===== src/design/weo_pkg.sv =====
// shared constants, types and tables for the wheel encoder odometry block
package weo_pkg;

    localparam int CORDIC_STEPS = 24;
    localparam int STEP_W       = 5;
    localparam int MUL_W        = 33;
    localparam int PROD_W       = 2 * MUL_W;
    localparam int CORD_W       = 33;
    localparam int ACC_W        = 68;
    localparam int CEN_W        = 34;
    localparam int CFG_IDX_W    = 8;

    localparam logic [31:0] MM_PER_TICK_RST = 32'd5033165;
    localparam logic [31:0] TURN_GAIN_RST   = 32'd2187321856;
    localparam logic signed [CORD_W-1:0] CORDIC_GAIN = 33'sd652032874;

    localparam logic [1:0] CMD_LEFT   = 2'd0;
    localparam logic [1:0] CMD_RIGHT  = 2'd1;
    localparam logic [1:0] CMD_UPDATE = 2'd2;
    localparam logic [1:0] CMD_CLEAR  = 2'd3;

    localparam logic [CFG_IDX_W-1:0] REG_MM_PER_TICK = 8'd0;
    localparam logic [CFG_IDX_W-1:0] REG_TURN_GAIN   = 8'd1;

    localparam logic [31:0] ATAN_TAB [0:31] = '{
        32'h20000000, 32'h12E4051E, 32'h09FB385B, 32'h051111D4, 32'h028B0D43,
        32'h0145D7E1, 32'h00A2F61E, 32'h00517C55, 32'h0028BE53, 32'h00145F2F,
        32'h000A2F98, 32'h000517CC, 32'h00028BE6, 32'h000145F3, 32'h0000A2FA,
        32'h0000517D, 32'h000028BE, 32'h0000145F, 32'h00000A30, 32'h00000518,
        32'h0000028C, 32'h00000146, 32'h000000A3, 32'h00000051, 32'h00000029,
        32'h00000014, 32'h0000000A, 32'h00000005, 32'h00000003, 32'h00000001,
        32'h00000001, 32'h00000000
    };

    typedef struct packed {
        logic                     done;
        logic signed [CORD_W-1:0] cos_v;
        logic signed [CORD_W-1:0] sin_v;
    } t_cordic_res;

endpackage


===== src/design/weo_mul.sv =====
// shared signed multiplier with registered product
module weo_mul
    import weo_pkg::*;
(
    input  logic                     i_clk,
    input  logic signed [MUL_W-1:0]  i_a,
    input  logic signed [MUL_W-1:0]  i_b,
    output logic signed [PROD_W-1:0] o_p
);

    logic signed [PROD_W-1:0] r_p;

    always_ff @(posedge i_clk) begin
        r_p <= PROD_W'(i_a) * PROD_W'(i_b);
    end

    assign o_p = r_p;

endmodule


===== config.mk =====
export PLATFORM = sky130hd
export DESIGN_NAME = weo_mul
export DESIGN_NICKNAME = d
export VERILOG_FILES = /design/src/design/weo_pkg.sv /design/src/design/weo_mul.sv
export SDC_FILE = /design/constraint.sdc
export NUM_CORES = 2
export LEC_CHECK = 0
export ABC_AREA = 1
export BUFFER_PORTS_ARGS = -buffer_cell sky130_fd_sc_hd__buf_4
export CAP_MARGIN = 40
export CELL_PAD_IN_SITES_DETAIL_PLACEMENT = 0
export CELL_PAD_IN_SITES_GLOBAL_PLACEMENT = 1
export CORE_MARGIN = 4
export CORE_UTILIZATION = 35
export CTS_CLUSTER_SIZE = 10
export DETAILED_ROUTE_END_ITERATION = 12
export PLACE_DENSITY = 0.62
export SETUP_SLACK_MARGIN = 0.2
export SLEW_MARGIN = 20
export SYNTH_ARGS = -nofsm -noshare
export SYNTH_HDL_FRONTEND = slang
export SYNTH_SLANG_ARGS = --single-unit

===== constraint.sdc =====
create_clock -name i_clk -period 6.8 [get_ports i_clk]
set_clock_uncertainty 0.15 [all_clocks]
set_input_delay 0.34 -clock i_clk [delete_from_list [all_inputs] [get_ports i_clk]]
set_output_delay 0.34 -clock i_clk [all_outputs]
set_load 0.005 [all_outputs]

# --- Word level (Yosys, flattened, before mapping) ---
# Cells that the tools add are included.
op_classes:
  multipliers: 1
  n_addsub: 0
  eq_ne: 0
  bitwise: 0
  div: 0
  n_lt_le_gt_ge: 0
  mux: 0
  shift: 0
  n_reduce_logical: 0
op_table:
  columns: ["op", "count"]
  rows:
  - ["33-bit by 33-bit multiplier with 66-bit output", 1]
totals:
  output_inout_bits: 66
  ff_bits: 66
  input_bits: 67
  n_memories: 0
  mem_bits_ro: 0
  latch_bits: 0
  mem_bits_rw: 0

# --- Depth between registers and ports, before layout ---
depth:
  ltp_word: 1
  mapped_depth: 34
  mapped_depth_nobuf: 32

# --- Least setup slack after synthesis ---
# No wires, ideal clock.
synth_timing:
  path_kind: "input -> register"
  start: "input port i_a[32]"
  end: "register r_p[60] (netlist: o_p[60])"
  n_path_buf: 2
  stages: 23
  slack_ns: -0.446
  setup_ns: 0.113
  arrival_ns: 6.983
  t_required_ns: 6.537
  cell_sequence: "clkbuf_1 -> clkbuf_1 -> nand2_1 -> inv_1 -> fa_1 -> fa_1 -> fa_1 -> fa_1 -> inv_1 -> fa_1 -> fa_1 -> fa_1 -> fa_1 -> inv_1 -> ha_1 -> nand2_1 -> nor2_1 -> inv_1 -> nor3_1 -> nand2_1 -> and2_0 -> nand4_1 -> nand2_1"
synth_between:
  elab_chain_len: 1
synth_lines:
  columns: ["element", "line", "text"]
  rows:
  - ["start: declaration", "weo_mul.sv:6", "input logic signed [MUL_W-1:0] i_a,"]
  - ["33-bit by 33-bit multiplier with 66-bit output", "weo_mul.sv:14", "r_p <= PROD_W'(i_a) * PROD_W'(i_b);"]
  - ["end signal: assignment", "weo_mul.sv:14", null]
  - ["end: declaration", "weo_mul.sv:11", "logic signed [PROD_W-1:0] r_p;"]
# No other way between the ends.

# --- Worst setup path in the final report ---
layout_timing:
  start: "input port i_a[32]"
  end: "register r_p[62] (netlist: o_p[62])"
# Same word-level chain as after synthesis.

==> impl_metrics.py <==
metrics = {
    "floorplan": {
        "die_w_um": 359.2,
        "die_height_um": 359.2,
        "die_area_um2": 129000,
        "ios": 133,
        "core-area_um2": 122200,
        "start_util": 0.3533,
        "placementRows": 128,
    },
    "clock_network": {
        "clkTransAtPathRegs_ns": 0.07,
        "numClockSinks": 66,
        "ctsHoldBuffers": 0,
        "clockBufferDepth": 2,
        "cts_max_level": 3,
        "cts_root_buf": "clkbuf_16",
        "cts_tree": "yes",
        "cts-buffers-inserted": 9,
    },
    "critical_path": {
        "timing.critical_path.mode_cell": "fa_1",
        "slowest_stage": "fa_1",
        "worst-endpoint-required_ns": 6.90,
        "endpoint_kind": "flop",
        "slowest_delay_ns": 0.56,
        "crit_path_start_kind": "input pin",
        "path_max_fanout": 5,
        "cp_data_arrival_time_ns": 6.58,
        "crit_type": "in -> reg",
    },
    "yosys": {
        "ys_warn_count": 0,
        "syn-cell-area_um2": 43170,
        "yosys.cell_types.count": 35,
        "yosysSeqAreaShare": 0.03060,
        "synth-seq-cells": 66,
        "synth_cells": 5543,
        "synth_nets": 6972,
        "syn_area_per_cell_um2": 7.789,
    },
    "global_routing": {
        "grt_pass1_vias": 37260,
        "antenna_found_initial": 1,
        "grt_max_degree": 28,
        "grt_pass1_wl_um": 215100,
        "grt_overflow_total": 0,
        "grt.total_usage": 0.2132,
    },
    "cells_and_area": {
        "synthToLayoutAreaGrowth_pct": 22.49,
        "nets": 7356,
        "stdcell_area_um2": 52880,
        "largest_reg_flops": 66,
        "postLayoutCoreUtil": 0.4328,
        "drive_above_1_share": 0.1917,
    },
    "job": {
        "drv_cap": 0,
    },
    "place": {
        "dpl_cell_area_um2": 49530,
        "dp_hpwl_um": 120400,
        "port_buffers": 132,
        "gp_congestion": 0.8945,
    },
    "sta": {
        "setup_viol": 0,
        "hold_viol_final": 0,
        "slew_viol_final": 0,
        "min_period_over_period": 0.9531,
        "fmax_mhz": 154.3,
        "tightest_slew_ns": 0.5874,
        "relSlewSlack": 0.6077,
        "rsz0062_at_grt": "yes",
        "finalCriticalPeriod_ns": 6.481,
    },
    "worst_hold_path": {
        "hold_class": "in -> reg",
    },
    "detailed_routing": {
        "drt_iter0_drc": 1602,
        "viasPerCell": 4.422,
        "first_pass_iters": 5,
        "antenna_left": 0,
        "wl_per_cell_um": 17.98,
        "drc": 0,
        "num_vias": 33430,
        "wl_um": 135900,
    },
    "status": {
        "outcome": "finished, final reports clean",
    },
}
-- layout by cell type (no fill, tap or decap), drive strengths merged, types with 19 or more instances in the layout --
cell,instances
buf,626
fa,1145
o21ai,23
xor2,37
clkbuf,19
nand4,19
inv,1895
dfxtp,66
a21oi,65
nand3,78
nor2,154
nand2,1534
ha,217
-- cells by family after synthesis --
family | count (synthesis) | share of synthesized area
AND/OR/NAND/NOR | 1810 | 0.1659
flip-flops | 66 | 0.03060
XOR/XNOR | 41 | 0.008317
buffers and inverters | 2158 | 0.1876
adder cells (fa/ha/maj) | 1362 | 0.5938
AO/OA/AOI/OAI | 106 | 0.01377
-- Yosys cell counts, drive strengths merged --
library cell	n	area [µm²]
and2	3	18.77
xnor2	4	35.03
nand4	19	118.9
nand3	78	430.4
a21oi	65	340.3
nor2	154	650.6
inv	1895	7113
clkbuf	262	983.4
o21ai	23	118.9
nand3b	3	22.52
o21bai	14	105.1
nand2	1534	5801
a21boi	1	7.510
fa	1145	22920
nor3	8	45.04
buf	1	3.750
o21a	1	7.510
ha	217	2715
dfxtp	66	1321
nor4	5	37.53
xor2	37	324.1
or2	6	37.54
a21o	2	15.01
-- worst paths after layout --
check | end | from | slack (ns) | depth (start not counted)
worst max-delay path | o_p[62]$_DFF_P_ | i_a[32] | 0.32 | 25
worst min-delay path | o_p[0]$_DFF_P_ | i_b[0] | 0.52 | 5
-- layout make-up --
cell class                      instances  area, µm²
Antenna cell                            1      2.502
Multi-Input combinational cell       3319      35710
Timing Repair Buffer                  636       6420
Sequential cell                        66       1321
Clock inverter                          7      45.04
Tap cell                             1625       2033
Inverter                             1895       7129
Fill cell                           12360      69310
Clock buffer                            9      225.2
-- metrics by stage --
stage                     worst slack (ns)  hold WS, ns  cells  TNS [ns]
after CTS                           0.1842       0.5552   7513         0
after global routing                0.1015       0.5429   7558         0
after detailed placement           -0.5919       0.5717   7494    -14.52
after global placement             -0.5592       0.5741   7494    -13.82
after floorplan                    0.07542       0.4536   5543         0
final                               0.3189       0.5204   7558         0
-- repair_timing --
action                     in CTS  in global routing
resized for setup              97                593
pin swaps                      22                263
buffers inserted                3                 34
cloned                          0                 10
setup endpoints to repair      45                 48
-- routing by layer --
layer	vias up	global-route usage	part of all wire	wire (µm)
met2	568	0.3926	0.52	70380
met4	0	0.04946	0.026	3594
li1	15760	-	-	-
met3	134	0.01401	0.030	4091
met1	16970	0.2736	0.43	57810
met5	-	0	0	0
-- critical path: cells and delay by family --
kind	cells	cell delay, ns
buf+inv	8	0.88
fa+ha+maj	9	4.31
simple gates	8	1.01
Power is left out: the tool's default activity adds up to more than one toggle a clock period on the data nets, which glitch-free logic cannot reach.
