--- src/design/weo_pkg.sv ---
// shared constants, types and tables for the wheel encoder odometry block
package weo_pkg;

    localparam int CORDIC_STEPS = 24;
    localparam int STEP_W       = 5;
    localparam int MUL_W        = 33;
    localparam int PROD_W       = 2 * MUL_W;
    localparam int CORD_W       = 33;
    localparam int ACC_W        = 68;
    localparam int CEN_W        = 34;
    localparam int CFG_IDX_W    = 8;

    localparam logic [31:0] MM_PER_TICK_RST = 32'd5033165;
    localparam logic [31:0] TURN_GAIN_RST   = 32'd2187321856;
    localparam logic signed [CORD_W-1:0] CORDIC_GAIN = 33'sd652032874;

    localparam logic [1:0] CMD_LEFT   = 2'd0;
    localparam logic [1:0] CMD_RIGHT  = 2'd1;
    localparam logic [1:0] CMD_UPDATE = 2'd2;
    localparam logic [1:0] CMD_CLEAR  = 2'd3;

    localparam logic [CFG_IDX_W-1:0] REG_MM_PER_TICK = 8'd0;
    localparam logic [CFG_IDX_W-1:0] REG_TURN_GAIN   = 8'd1;

    localparam logic [31:0] ATAN_TAB [0:31] = '{
        32'h20000000, 32'h12E4051E, 32'h09FB385B, 32'h051111D4, 32'h028B0D43,
        32'h0145D7E1, 32'h00A2F61E, 32'h00517C55, 32'h0028BE53, 32'h00145F2F,
        32'h000A2F98, 32'h000517CC, 32'h00028BE6, 32'h000145F3, 32'h0000A2FA,
        32'h0000517D, 32'h000028BE, 32'h0000145F, 32'h00000A30, 32'h00000518,
        32'h0000028C, 32'h00000146, 32'h000000A3, 32'h00000051, 32'h00000029,
        32'h00000014, 32'h0000000A, 32'h00000005, 32'h00000003, 32'h00000001,
        32'h00000001, 32'h00000000
    };

    typedef struct packed {
        logic                     done;
        logic signed [CORD_W-1:0] cos_v;
        logic signed [CORD_W-1:0] sin_v;
    } t_cordic_res;

endpackage

--- src/design/weo_cordic.sv ---
// iterative rotation cordic giving cos and sin of a binary angle in q1.30
module weo_cordic
    import weo_pkg::*;
(
    input  logic        i_clk,
    input  logic        i_rst_n,
    input  logic        i_start,
    input  logic [31:0] i_angle,
    output t_cordic_res o_res
);

    localparam logic [STEP_W-1:0] LAST_STEP = STEP_W'(CORDIC_STEPS - 1);

    logic signed [CORD_W-1:0] r_x, r_y, r_z;
    logic [STEP_W-1:0]        r_i;
    logic                     r_busy, r_done, r_flip;

    logic signed [CORD_W-1:0] w_xs, w_ys, w_at, w_z0;
    logic                     w_flip;
    logic [31:0]              w_a;

    assign w_xs   = r_x >>> r_i;
    assign w_ys   = r_y >>> r_i;
    assign w_at   = {1'b0, ATAN_TAB[r_i]};
    // second and third quadrant are turned by a half turn
    assign w_flip = i_angle[31] ^ i_angle[30];
    assign w_a    = w_flip ? {~i_angle[31], i_angle[30:0]} : i_angle;
    assign w_z0   = {w_a[31], w_a};

    always_ff @(posedge i_clk) begin
        if (!i_rst_n) begin
            r_busy <= 1'b0;
            r_done <= 1'b0;
            r_i    <= '0;
        end else begin
            r_done <= r_busy && !i_start && (r_i == LAST_STEP);
            if (i_start) begin
                r_x    <= CORDIC_GAIN;
                r_y    <= '0;
                r_z    <= w_z0;
                r_flip <= w_flip;
                r_i    <= '0;
                r_busy <= 1'b1;
            end else if (r_busy) begin
                if (!r_z[CORD_W-1]) begin
                    r_x <= r_x - w_ys;
                    r_y <= r_y + w_xs;
                    r_z <= r_z - w_at;
                end else begin
                    r_x <= r_x + w_ys;
                    r_y <= r_y - w_xs;
                    r_z <= r_z + w_at;
                end
                if (r_i == LAST_STEP) begin
                    r_busy <= 1'b0;
                end else begin
                    r_i <= r_i + 1'b1;
                end
            end
        end
    end

    assign o_res.done  = r_done;
    assign o_res.cos_v = r_flip ? -r_x : r_x;
    assign o_res.sin_v = r_flip ? -r_y : r_y;

endmodule

--- config.mk ---
export PLATFORM = sky130hd
export DESIGN_NAME = weo_cordic
export DESIGN_NICKNAME = d
export VERILOG_FILES = /design/src/design/weo_pkg.sv /design/src/design/weo_cordic.sv
export SDC_FILE = /design/constraint.sdc
export NUM_CORES = 1
export LEC_CHECK = 0
export ABC_AREA = 1
export BUFFER_PORTS_ARGS = -buffer_cell sky130_fd_sc_hd__buf_2
export CORE_MARGIN = 1
export CORE_UTILIZATION = 30
export CTS_BUF_LIST = sky130_fd_sc_hd__clkbuf_16
export DETAILED_ROUTE_END_ITERATION = 16
export HOLD_SLACK_MARGIN = 0.08
export SYNTH_ARGS = -nofsm -noshare
export SYNTH_HDL_FRONTEND = slang
export SYNTH_SLANG_ARGS = --single-unit
--- constraint.sdc ---
create_clock -name i_clk -period 13.75 [get_ports i_clk]
set_input_delay 2.75 -clock i_clk [delete_from_list [all_inputs] [get_ports i_clk]]
set_output_delay 2.75 -clock i_clk [all_outputs]
set_load 0.03 [all_outputs]
Word-level counts from Yosys, hierarchy flattened
Memories as Yosys holds them, arrays and structs flattened.
Index checks and enable logic that the tools add are counted.
Widths: inputs -> output; s select.
{ "totals": {"wordCells": 49, "register_bits": 107, "romBits": 1024, "ramBits": 0, "latchBits": 0, "n_memories": 1} }
{ "op_classes": {"magnitude_cmp": 1, "mux": 15, "n_bitwise": 5, "n_mul": 0, "shift": 2, "n_addsub": 9, "n_reduce_logical": 8, "div": 0, "n_eq_ne": 1} }
{ "mem_list": {"columns": ["name", "words", "width", "read_ports", "rd_clocked_by_memory_dff", "wr", "line_no", "rtl"], "rows": [
  ["(name not given)", 32, 32, 1, 0, 0, "weo_cordic.sv:24", "assign w_at = {1'b0, ATAN_TAB[r_i]};"]
]} }
{ "ops": {"columns": ["cell", "count"], "rows": [
  ["$mux 33", 9],
  ["$add 33x33->33", 3],
  ["$sub 33x33->33", 3],
  ["$mux 32", 3],
  ["$neg 33->33", 2],
  ["$sshr 33x5->33", 2],
  ["$ge 6x6->1 const B", 1],
  ["$not 5->6", 1],
  ["$reduce_and 2->1", 3],
  ["$add 5x1->5 const B", 1],
  ["$eq 5x5->1 const B", 1],
  ["$mux 1", 3],
  ["$not 1->1", 3],
  ["$logic_and 1x1->1", 2],
  ["$reduce_bool 2->1", 1],
  ["$reduce_or 2->1", 1],
  ["$logic_not 1->1", 1],
  ["$xor 1x1->1", 1]
]} }

Logic depth before layout (Yosys ltp)
Gate-level depths: netlist (run 1).
{ "depth": {"ltp_word": 8, "mapped_depth": 33, "ltp_nobuf": 31} }

Least setup slack after synthesis (run 1)
Ideal clock, no wire load.
{ "synth_path": {"path_kind": "input port to flip-flop", "start": "in i_start", "end": "reg r_x[0] (enable)", "path_buffers": 2, "t_required_ns": 13.161, "setup_ns": 0.589, "cell_stages": 4, "t_arrival_ns": 8.016, "path_slack_ns": 5.145, "cell_sequence": "clkbuf_1 > inv_2 > clkbuf_1 > a21oi_1"} }
{ "synth_between": {"elab_chain_len": 2} }
{ "synth_lines": {"columns": ["element", "line_no", "rtl"], "rows": [
  ["from (decl)", "weo_cordic.sv:7", "input logic i_start,"],
  ["$reduce_bool 2->1 (no line)", null, null],
  ["$reduce_and 2->1 (no line)", null, null],
  ["to (signal assigned)", "weo_cordic.sv:46", "r_x <= r_x - w_ys;"],
  ["to (signal assigned)", "weo_cordic.sv:50", "r_x <= r_x + w_ys;"],
  ["to (decl)", "weo_cordic.sv:14", "logic signed [CORD_W-1:0] r_x, r_y, r_z;"]
]} }
Every way passes these cells.
A chain may end at the register's enable or synchronous reset.

==> results of run 1 <==
-- final cells by class --
cell class | count | area (sq um)
Fill cell | 6720 | 39800
Multi-Input combinational cell | 2446 | 12900
Clock inverter | 7 | 85.1
Timing Repair Buffer | 117 | 626
Clock buffer | 9 | 225
Sequential cell | 107 | 3150
Inverter | 331 | 1250
Tap cell | 773 | 967
-- how the worst max path moves through the flow --
stage / endpoint / depth (start not counted) / slack [ns] / start
after floorplan: r_x[0] / 4 / 5.14 / i_start
after global placement: o_res[32] / 12 / 8.02 / r_y[1]
after detailed placement: o_res[32] / 12 / 7.97 / r_y[1]
after CTS: o_res[32] / 12 / 7.52 / r_y[1]
after global routing: o_res[63] / 13 / 7.28 / r_x[1]
final: o_res[32] / 12 / 7.52 / r_y[1]
-- where the power goes --
group / internal [mW] / total, mW / leakage, nW / switching (mW)
registers: 0.446 / 0.544 / 1.02 / 0.0985
clock network: 0.158 / 0.297 / 0.160 / 0.139
logic: 0.613 / 1.84 / 8.09 / 1.23
-- synth_stat cells, types with 7 or more instances --
library cell  count
buf_2            31
xor2_1           81
nand2_1         851
nor3_1           34
nand3_2           9
o21a_1           16
a31oi_1          25
nand3_1         366
buf_4            19
a21o_1           12
xnor2_1          64
edfxtp_1        100
dfxtp_1           7
inv_1           301
nor2_1          312
or2_2            26
o211ai_1         13
buf_6            14
ha_1            108
a21oi_1         199
inv_2            26
buf_1            14
nand2_2          26
nor2_2           17
o21ai_1          22
nand4_1          39
o21ai_0         128
nor4_1           13
clkbuf_1         30
-- worst max-delay path: stages (launching register included) --
cell      delay, ns
edfxtp_1       0.52
inv_1          0.13
ha_1           0.18
nand3_1        0.11
nor3_1         0.23
nand2_1        0.14
nor3_2         0.33
nand4_1        0.20
nor4_1         0.56
nor2_1         0.14
a21oi_1        0.18
xnor2_1        0.13
buf_2          0.22
-- cells by family (layout without fill, tap and decap cells) --
logic type / after synthesis / in the layout / synth area share
AOI/OAI and AO/OA: 468 / 468 / 0.149
xor gates and xnor gates: 145 / 145 / 0.0710
adders and majority gates: 111 / 111 / 0.0789
buffers and inverters: 440 / 464 / 0.105
DFF: 107 / 107 / 0.176
and+or+nand+nor: 1722 / 1722 / 0.420
-- per-stage QoR --
stage | cells | hold WS, ns | power [mW] | utilization
after global placement | 3774 | 0.506 | 2.37 | 0.320
after CTS | 3790 | 0.539 | 2.68 | 0.325
final | 3790 | 0.539 | 2.68 | 0.325
after floorplan | 2993 | 0.471 | 1.91 | -
after detailed placement | 3774 | 0.508 | 2.37 | 0.320
after global routing | 3790 | 0.579 | 2.94 | 0.325
-- state kept, by name, indices dropped and copies added (netlist names) --
register / cells
r_busy: 1
r_done: 1
r_flip: 1
r_i: 5
r_x: 33
r_y: 33
r_z: 33
-- metal layers --
layer / share of wire / wire length, um / GRT usage / vias up
met2: 0.46 / 28300 / 0.330 / 568
met3: 0.052 / 3190 / 0.0251 / 78
li1: - / - / - / 9957
met4: 0.030 / 1860 / 0.0680 / 0
met5: 0 / 0 / 0 / -
met1: 0.45 / 27500 / 0.263 / 8763
==> impl_metrics.py, run 1 <==
metrics = {
    "run_status": {
        "outcome": "finished clean",
    },
    "placed_design": {
        "numPortBuffers": 101,
        "dpl_cell_area_sq_um": 18900,
        "gp_congestion": 0.962,
        "pre_cts_ws_ns": 7.97,
        "hpwl_mm": 47.8,
    },
    "sta": {
        "final.setup_skew_ns": 0.0159,
        "worst_slack_ns": 7.52,
        "fmax_mhz": 160,
        "finalHoldViolations": 0,
        "setup_viol": 0,
        "maxSlewHeadroom": 0.409,
        "tightest_slew_ns": 0.886,
        "slew_viol_final": 0,
        "period_needed_ns": 6.23,
        "rsz0062_at_grt": "false",
        "fin_crit_sh": 0.453,
        "fin_tns_setup_ns": 0,
    },
    "clock_network": {
        "ctsResizeCount": 0,
        "htreeDepth": 3,
        "cts.sinks": 107,
        "insertion_delay_ns": 0.40,
        "clk_pin_slew_ns": 0.09,
        "cts_buffer_depth": 2,
        "ctsHoldBuffers": 0,
        "cts-root-buf": "clkbuf_16",
        "cts_made_buffers": 9,
        "post-cts-setup-buffers": 0,
        "cts_tree": "yes",
    },
    "detailed_routing": {
        "firstDrtPassIters": 5,
        "finalWirelength_mm": 60.9,
        "vias": 19400,
        "drt_iter0_markers": 1791,
        "wire_per_inst_um": 16.1,
        "post-route-drc-count": 0,
        "ant_nets": 0,
        "vias_per_cell": 5.11,
    },
    "worst_setup_path": {
        "rr_startpoint": "r_i[1]",
        "cp_max_fo": 5,
        "reg2regPathDepth": 27,
        "startpoint_type": "register",
        "cp.required_ns": 11.00,
        "critPathKind": "register to primary output",
        "critPathArrivalTime_ns": 3.48,
        "reg2reg_slack_ns": 8.02,
        "worst_setup_path_end_kind": "primary output",
        "regToRegEndpoint": "r_x[21]",
    },
    "power_and_ir_drop": {
        "leakagePower_nw": 9.26,
        "max-vdd-ir-drop_v": 0.0000581,
        "powerDensity_nw_per_um2": 140,
    },
    "synthesis": {
        "netlist_area_sq_um": 17900,
        "ys_warn_count": 0,
        "synthArstFlopShare": 0,
        "synth-edff-count": 100,
        "synth_top_area_share": 0.179,
        "synth_cell_type_count": 63,
        "synth.area.top_cells": "nand2_1 (18%), edfxtp_1 (17%), nand3_1 (10%), ha_1 (7.6%), nor2_1 (6.5%)",
        "synthCells": 2993,
        "synth.yosys.seq_area_share": 0.176,
        "synth_nets": 3139,
        "synth_top_area_cell": "nand2_1",
        "avgSynthCellArea_sq_um": 5.98,
        "synth-seq-cells": 107,
        "yosys_most_used_dff": "edfxtp_1",
    },
    "global_routing": {
        "first_global_vias": 17700,
        "grt_pass1_wl_mm": 95.6,
        "grt_overflow": 0,
        "grtUsageTotal": 0.199,
        "antenna_found_initial": 0,
        "grt_max_degree": 81,
    },
    "worst_hold_path": {
        "hp-start": "r_busy",
        "hold_depth": 2,
        "hold_path.class": "register to register",
        "holdPathEnd": "r_i[2]",
    },
    "die": {
        "fp.dieW_um": 246,
        "io_pins": 102,
        "rows": 89,
        "die_h_um": 246,
        "core_sq_um": 59000,
        "design.die.area_sq_um": 60600,
        "initial_core_util": 0.303,
    },
    "final_layout": {
        "finalInstanceArea_sq_um": 19200,
        "antenna_cells": 0,
        "final_cell_mix": "nand2_1 (851), nand3_1 (366), nor2_1 (312)",
        "drive_above_1_share": 0.0892,
        "syn_to_final_growth_pct": 7.18,
        "final_common_cell": "nand2_1",
        "final_nets": 3158,
    },
    "flow_run": {
        "cap_violations": 0,
    },
}
No activity file was read; power rests on OpenSTA's default activity.
==> run 2, diff against run 1 <==
--- a/config.mk
+++ b/config.mk
@@ -5,7 +5,7 @@
 export SDC_FILE = /design/constraint.sdc
 export NUM_CORES = 1
 export LEC_CHECK = 0
-export ABC_AREA = 1
+export ABC_AREA = 0
 export BUFFER_PORTS_ARGS = -buffer_cell sky130_fd_sc_hd__buf_2
 export CORE_MARGIN = 1
 export CORE_UTILIZATION = 30
==> constraint.sdc (replaced) <==
create_clock -name i_clk -period 5 [get_ports i_clk]
set_input_delay 1 -clock i_clk [delete_from_list [all_inputs] [get_ports i_clk]]
set_output_delay 1 -clock i_clk [all_outputs]
set_load 0.03 [all_outputs]
==> run 2 against run 1 <==
The flow now finishes with violations (negative setup slack). Largest cell class unchanged. Total power rose to 5.1 times the previous value. Clock power increased to 2.7 times the previous value. Utilization grew 14 points. Combinational power rose to 6.1 times the previous value. Worst hold slack improved by 0.0034 ns. First-iteration DRC count fell by 21%. Count of clock-buffer cells in the layout unchanged. Sequential share of layout area fell by 4.4 points. Cell area increased by 37%. Global-route usage is 3.6 points higher. Non-clock buffer count rose by 746. Synthesized area is 2.9% lower.
==> impl_metrics.py, run 2 <==
metrics = {
    "run_status": {
        "outcome": "complete, but fails checks",
        "violations": "negative setup slack",
    },
    "clock_network": {
        "cts_made_buffers": 9,
        "cts-root-buf": "clkbuf_16",
        "htreeDepth": 3,
        "ctsHoldBuffers": 0,
        "clk_pin_slew_ns": 0.08,
        "cts.sinks": 107,
        "cts_tree": "yes",
        "cts_buffer_depth": 2,
        "insertion_delay_ns": 0.42,
    },
    "die": {
        "die_h_um": 243,
        "rows": 87,
        "design.die.area_sq_um": 58800,
        "initial_core_util": 0.306,
        "core_sq_um": 56800,
        "fp.dieW_um": 243,
        "io_pins": 102,
    },
    "synthesis": {
        "synth_cell_type_count": 102,
        "synthArstFlopShare": 0,
        "synthCells": 2031,
        "avgSynthCellArea_sq_um": 8.55,
        "synth_most_common_cell": "nand2_1",
        "netlist_area_sq_um": 17400,
        "ys_warn_count": 0,
        "synth_top_area_cell": "edfxtp_1",
        "yosys-top-cells-count": "nand2_1 (206), nor2_1 (166), xnor2_1 (146), a21oi_1 (142), o21ai_0 (134)",
        "synth.area.top_cells": "edfxtp_1 (17%), mux4_2 (10%), ha_1 (7.8%), xnor2_1 (7.4%), nand2_1 (4.5%)",
        "yosys_most_used_dff": "edfxtp_1",
        "synth-edff-count": 100,
        "synth_nets": 2177,
        "synth_top_area_share": 0.173,
        "synth-seq-cells": 107,
        "synth.yosys.seq_area_share": 0.181,
    },
    "power_and_ir_drop": {
        "powerDensity_nw_per_um2": 517,
        "p_total_mw": 13.6,
        "leakagePower_nw": 11.3,
        "max-vdd-ir-drop_v": 0.000239,
    },
    "sta": {
        "whs_ns": 0.542,
        "tightest_slew_ns": 1.09,
        "period_needed_ns": 5.61,
        "final.setup_skew_ns": 0.0131,
        "slew_viol_final": 0,
        "finalHoldViolations": 0,
        "fin_tns_setup_ns": -16.65,
        "maxSlewHeadroom": 0.273,
        "worst_slack_ns": -0.606,
        "fmax_mhz": 178,
        "rsz0062_at_grt": "true",
        "setup_viol": 53,
        "fin_crit_sh": 1.12,
    },
    "final_layout": {
        "final_cell_mix": "buf_4 (708), nand2_1 (193), nor2_1 (153)",
        "top_regs": "r_x x33, r_y x33, r_z x33",
        "syn_to_final_growth_pct": 51.7,
        "fillers": 5444,
        "final_nets": 2891,
        "final_common_cell": "buf_4",
        "drive_above_1_share": 0.473,
        "utilization": 0.463,
        "antenna_cells": 0,
    },
    "worst_setup_path": {
        "reg2regPathDepth": 25,
        "startpoint_type": "register",
        "worst_setup_path_end_kind": "register",
        "cp_max_fo": 13,
        "critPathArrivalTime_ns": 5.74,
        "cp.required_ns": 5.13,
        "critPathKind": "register to register",
    },
    "global_routing": {
        "grt_pass1_wl_mm": 109,
        "grtUsageTotal": 0.235,
        "first_global_vias": 18900,
        "antenna_found_initial": 1,
        "grt_max_degree": 83,
        "grt_overflow": 0,
    },
    "placed_design": {
        "numPortBuffers": 101,
        "gp_congestion": 1.02,
        "hpwl_mm": 54.9,
    },
    "detailed_routing": {
        "wire_per_inst_um": 20.5,
        "post-route-drc-count": 0,
        "vias": 19200,
        "vias_per_cell": 5.46,
        "ant_nets": 0,
        "drt_iter0_markers": 1415,
        "finalWirelength_mm": 71.8,
        "firstDrtPassIters": 5,
    },
    "worst_hold_path": {
        "hold_depth": 2,
        "hold_path.class": "register to register",
    },
    "flow_run": {
        "cap_violations": 0,
    },
}
run 2: path summary, 6_finish.rpt:
path / end / slack, ns / startpoint
worst max-delay path: r_y[32] / -0.61 / r_i[1]
worst min-delay path: r_done / 0.54 / r_busy
worst max register to register: r_y[32] / -0.61 / r_i[1]
worst min register to register: r_done / 0.54 / r_busy
run 2: worst max-delay path, stage by stage, from the launching register on:
cell	delay, ns
dfxtp_4	0.40
buf_8	0.15
buf_12	0.15
buf_12	0.15
buf_4	0.12
mux4_2	0.35
mux2i_1	0.17
o22ai_1	0.11
a211oi_2	0.18
buf_4	0.18
ha_4	0.15
and2_4	0.15
a21oi_2	0.06
xor2_1	0.17
ha_1	0.33
o21ai_0	0.14
o21bai_1	0.24
a41oi_2	0.17
a311o_1	0.34
a311oi_2	0.34
a31oi_2	0.16
a211o_1	0.30
a311o_1	0.44
o21ai_2	0.17
xnor2_1	0.14
nor2_1	0.06
run 2: where the power goes:
group / switching [mW] / total, mW / internal, mW
logic: 5.61 / 11.2 / 5.56
registers: 0.281 / 1.64 / 1.36
clock network: 0.416 / 0.809 / 0.393
total: 6.30 / 13.6 / 7.31
run 2: metal layers:
metal / global-route usage / up-vias / part of all wire
met5: 0 / - / 0
met4: 0.0609 / 0 / 0.022
met1: 0.297 / 9436 / 0.42
li1: - / 9037 / -
met2: 0.422 / 573 / 0.51
met3: 0.0256 / 110 / 0.048
run 2: cell type report:
cell class / instances / area, sq um / share of cell area
Tap cell: 756 / 946 / 0.0359
Clock buffer: 9 / 225 / 0.00855
Multi-Input combinational cell: 1716 / 15000 / 0.568
Sequential cell: 107 / 3160 / 0.120
Timing Repair Buffer: 863 / 6770 / 0.257
Inverter: 48 / 198 / 0.00751
Clock inverter: 7 / 76.3 / 0.00290
run 2: cells by family (layout without fill, tap and decap cells):
group | Yosys count | count (layout) | share of synthesized area
DFF | 107 | 107 | 0.181
muxes | 186 | 186 | 0.172
buffers and inverters | 208 | 927 | 0.0579
AOI/OAI and AO/OA | 573 | 573 | 0.216
xor gates and xnor gates | 231 | 231 | 0.117
adders and majority gates | 111 | 111 | 0.0813
and+or+nand+nor | 615 | 615 | 0.175
run 2: metrics by stage:
step                      instances  instance area [sq um]  setup slack, ns
after floorplan                2031                  17700           -0.921
after global placement         3373                  23200            -1.00
after detailed placement       3373                  23200            -1.09
after CTS                      3454                  25000           -0.553
after global routing           3506                  26300           -0.824
final                          3506                  26300           -0.606
run 2: timing repair:
| action | 4_1_cts | 5_1_grt |
|---|---|---|
| buffers inserted | 63 | 63 |
| endpoints found under the setup margin | 67 | 68 |
| pin swaps | 91 | 97 |
| gates resized for setup | 224 | 195 |
| cloned | 2 | 1 |
